`src/sv/first_fit_heap_allocator_core.sv`:
```
// first_fit_heap_allocator_core: top level with sequencer, plus ffha_ram used for the
// block descriptor memory and the spare slot stack
// depends on ffha_pkg
//
//  channel | ports                                   | direction
//  in      | in_valid in_stall in_cmd in_req_size    | to core
//          | in_payload_addr                         |
//  out     | out_valid out_stall out_status          | from core
//          | out_result_addr                         |
//
// allocate: an accept state, a read and an evaluate state per list block walked,
// the split states S_SPL and S_SPL2 when the block is split, and S_OUT to post
// free: a read and evaluate per block to find it, a reread of the head (S_M0,
// S_M0E), a read and evaluate per block in the merge walk, then S_OUT to post
// after reset a clearing pass fills the spare stack; no beat is taken meanwhile.
// a result waits in the output register while out_stall is high; in_stall stays
// high until it is gone
`default_nettype none
module ffha_ram #(
  parameter int WIDTH = 8,
  parameter int DEPTH = 256,
  parameter int AW    = 8
) (
  input  wire logic             clk,
  input  wire logic             we,
  input  wire logic [AW-1:0]    wa,
  input  wire logic [WIDTH-1:0] wd,
  input  wire logic [AW-1:0]    ra,
  output logic      [WIDTH-1:0] rd_r
);
  logic [WIDTH-1:0] mem [DEPTH];

  always_ff @(posedge clk) begin
    if (we) mem[wa] <= wd;
    rd_r <= mem[ra];
  end
endmodule

`default_nettype wire
```
`config.mk`:
```
export PLATFORM = sky130hd
export DESIGN_NAME = ffha_ram
export DESIGN_NICKNAME = d
export VERILOG_FILES = /design/src/sv/first_fit_heap_allocator_core.sv
export SDC_FILE = /design/constraint.sdc
export NUM_CORES = 2
export LEC_CHECK = 0
export ABC_AREA = 1
export BUFFER_PORTS_ARGS = -buffer_cell sky130_fd_sc_hd__buf_4
export CELL_PAD_IN_SITES_DETAIL_PLACEMENT = 2
export CELL_PAD_IN_SITES_GLOBAL_PLACEMENT = 2
export CORE_AREA = 2 2 420 422
export DETAILED_ROUTE_END_ITERATION = 8
export DIE_AREA = 0 0 422 424
export PLACE_DENSITY_LB_ADDON = 0.1
export RECOVER_POWER = 50
export SKIP_CTS_REPAIR_TIMING = 1
export SYNTH_ARGS = -nofsm -noshare
export SYNTH_HDL_FRONTEND = slang
export SYNTH_SLANG_ARGS = --single-unit
```
`constraint.sdc`:
```
create_clock -name clk -period 4.4 [get_ports clk]
set_input_delay 0.22 -clock clk [delete_from_list [all_inputs] [get_ports clk]]
set_output_delay 0.22 -clock clk [all_outputs]
set_load 0.02 [all_outputs]
```
==> impl_metrics.yaml <==
status:
  status: "finished with violations"
  failed_checks: "capacitance limit, slew limit"
setup_path:
  regToRegStartpoint: "mem[253][3]"
  end_kind: "flip-flop"
  r2r_slack_ns: 1.77
  cp.arrival_ns: 3.99
  crit_slowest_cell: "clkbuf_2"
  r2r_end: "rd_r[3]"
  path_delay_family: "buffers and inverters"
  critPathLaunchType: "input pin"
  crit_path_end: "mem[117][3]"
  path_max_fanout: 109
  max_stage_delay_ns: 2.03
  path_class: "input pin to flip-flop"
  crit_buf_inv: 3
  worstPathRequired_ns: 4.93
  path_cells: "dlygate4sd3_1 -> clkbuf_2 -> clkbuf_2"
  reg2regPathDepth: 11
  crit_top_cell: "clkbuf_2"
  startpoint: "wd[3]"
  cp.depth: 3
logic_synthesis:
  synth_area_leaders: "edfxtp_1, nand3_1, nand2_1"
  ys_async_sr_fraction_pct: 0
  yosys.area.top_type: "edfxtp_1"
  syn_nets: 7029
  synth_most_common_cell: "nand2_1"
  syn_area_mm2: 0.0834
  synth_edf_count: 2048
  synthFlopType: "edfxtp_1"
  synthTopCellsByCount: "nand2_1, edfxtp_1, nand3_1"
  ys_ff_latch: 2056
  synth_top_area_share_pct: 73.7
  synth_cell_types: 14
  yosysWarnings: 0
  synthCells: 7003
  ys_seq_area_share_pct: 73.9
  avgSynthCellArea_um2: 11.9
layout:
  multi_input_area_mm2: 0.0192
  final_nets: 6941
  fill_cells: 16700
  regArea_mm2: 0.0617
  stdcell_count: 9435
  synthToLayoutAreaGrowth_pct: 10.6
  drive_gt1_share_pct: 6.20
worst_hold_path:
  hp-start: "ra[5]"
  worstHoldPathCells: 6
  hp-class: "input pin to flip-flop"
cts:
  clk_path_buf_depth: 3
  cts_tree: "yes"
  cts.sinks: 2056
  cts_root_buf: "clkbuf_16"
  htreeDepth: 4
  cts.reportedPaths.clkPinSlew_ns: 0.06
  cts_made_buffers: 214
  clock_latency_ns: 0.90
routing:
  finalWirelength_um: 306000
  drcViolationCount: 0
  routed-via-count: 58600
  via_per_inst: 6.21
  ant_nets: 0
  wire_per_inst_um: 32.4
  drtIter0Drc: 6191
  first_pass_iters: 5
job:
  maxCapViolations: 9
die:
  die_h_um: 424
  die_w_um: 422
  io_pins: 34
  core_mm2: 0.175
  die-area_mm2: 0.179
  row_count: 154
  start_util_pct: 47.7
place:
  gp_congestion: 0.821
  dp_cells: 9028
  dp_slack_ns: 0.950
  hpwlAfterDp_um: 177000
  port_buffers: 33
global_routing:
  grt_pass1_wl_um: 446000
  antenna_found_initial: 10
  grt_util_all_layers_pct: 34.0
  grt_max_degree: 166
  first_global_vias: 63600
  grt.overflow.total: 0
pwr:
  power.density_mw_per_mm2: 453
  peakVddDrop_uv: 468
  p_leak_nw: 31.7
sta:
  slew_headroom_pct: -142
  fin_crit_sh_pct: 78.6
  worstMarginPinSlew_ns: 3.63
  setup_viol: 0
  setup_tns_ns: 0
  setup_ws_ns: 0.944
  finalHoldViolCount: 0
  period_needed_ns: 3.46
  drv_slew: 846
  rsz0062_at_grt: "false"
  fmax_mhz: 289
  final.setup_skew_ns: 0.0286
layout make-up:
type / count / area share (%)
sequential: 2056 / 66.8
multi-input combinational: 4425 / 20.8
clock buffer: 276 / 6.10
tap: 2340 / 3.17
timing repair buffer: 179 / 2.00
clock inverter: 117 / 0.899
inverter: 39 / 0.195
antenna: 3 / 0.00814
stage by stage:
step | hold WS (ns) | util, % | power (mW) | area [µm²]
3_5_place_dp | 0.575 | 49.1 | 24.7 | 85800
2_1_floorplan | 0.319 | - | 23.4 | 83400
3_3_place_gp | 0.574 | 49.1 | 24.6 | 85800
4_1_cts | -0.344 | 52.7 | 41.8 | 92300
5_1_grt | 0.173 | 52.7 | 42.7 | 92200
6_report | 0.206 | 52.7 | 41.8 | 92200
sequential cells by signal (all words and copies together), names as in the netlist:
signal,cells
rd_r,8
mem,2048
kinds of logic after synthesis:
group / synth area share [%]
DFF: 73.9
and+or+nand+nor: 22.9
buffers and inverters: 3.12
power breakdown:
group | total [mW] | leakage [nW] | switching (mW) | internal (mW)
Sequential | 21.6 | 18.5 | 0.0360 | 21.6
Clock | 17.4 | 3.16 | 7.94 | 9.41
Combinational | 2.77 | 10.1 | 2.18 | 0.593
Total | 41.8 | 31.7 | 10.2 | 31.6
how the worst min path moves through the flow:
stage / to
2_1_floorplan: mem[0][0]
3_3_place_gp: rd_r[7]
5_1_grt: rd_r[4]
3_5_place_dp: rd_r[3]
4_1_cts: rd_r[3]
6_report: rd_r[4]
placed cells by master (no fill, tap or decap):
master,instances
buf_12,43
buf_4,92
buf_6,1
buf_8,3
bufinv_16,7
clkbuf_1,73
clkbuf_16,215
clkbuf_2,15
clkbuf_8,2
clkinv_1,64
clkinv_2,31
clkinv_8,6
dfxtp_1,8
diode_2,3
dlygate4sd3_1,11
edfxtp_1,2048
inv_1,34
inv_16,5
inv_2,1
inv_4,1
inv_6,4
inv_8,3
nand2_1,2112
nand2_2,11
nand3_1,2019
nor2_1,283
worst min-delay path, delay by kind of cell:
family                 cells  cell delay (ns)
AND/OR/NAND/NOR            5             0.47
buffers and inverters      1             0.30
per-layer routing:
layer	GRT usage (%)	up-vias	share of wire, %
li1	-	24700	-
met3	4.33	656	5.9
met4	15.5	2	5.0
met2	58.1	2210	50
met1	43.3	31000	39
met5	0	-	0.0049
(Power assumes the default switching activity.)
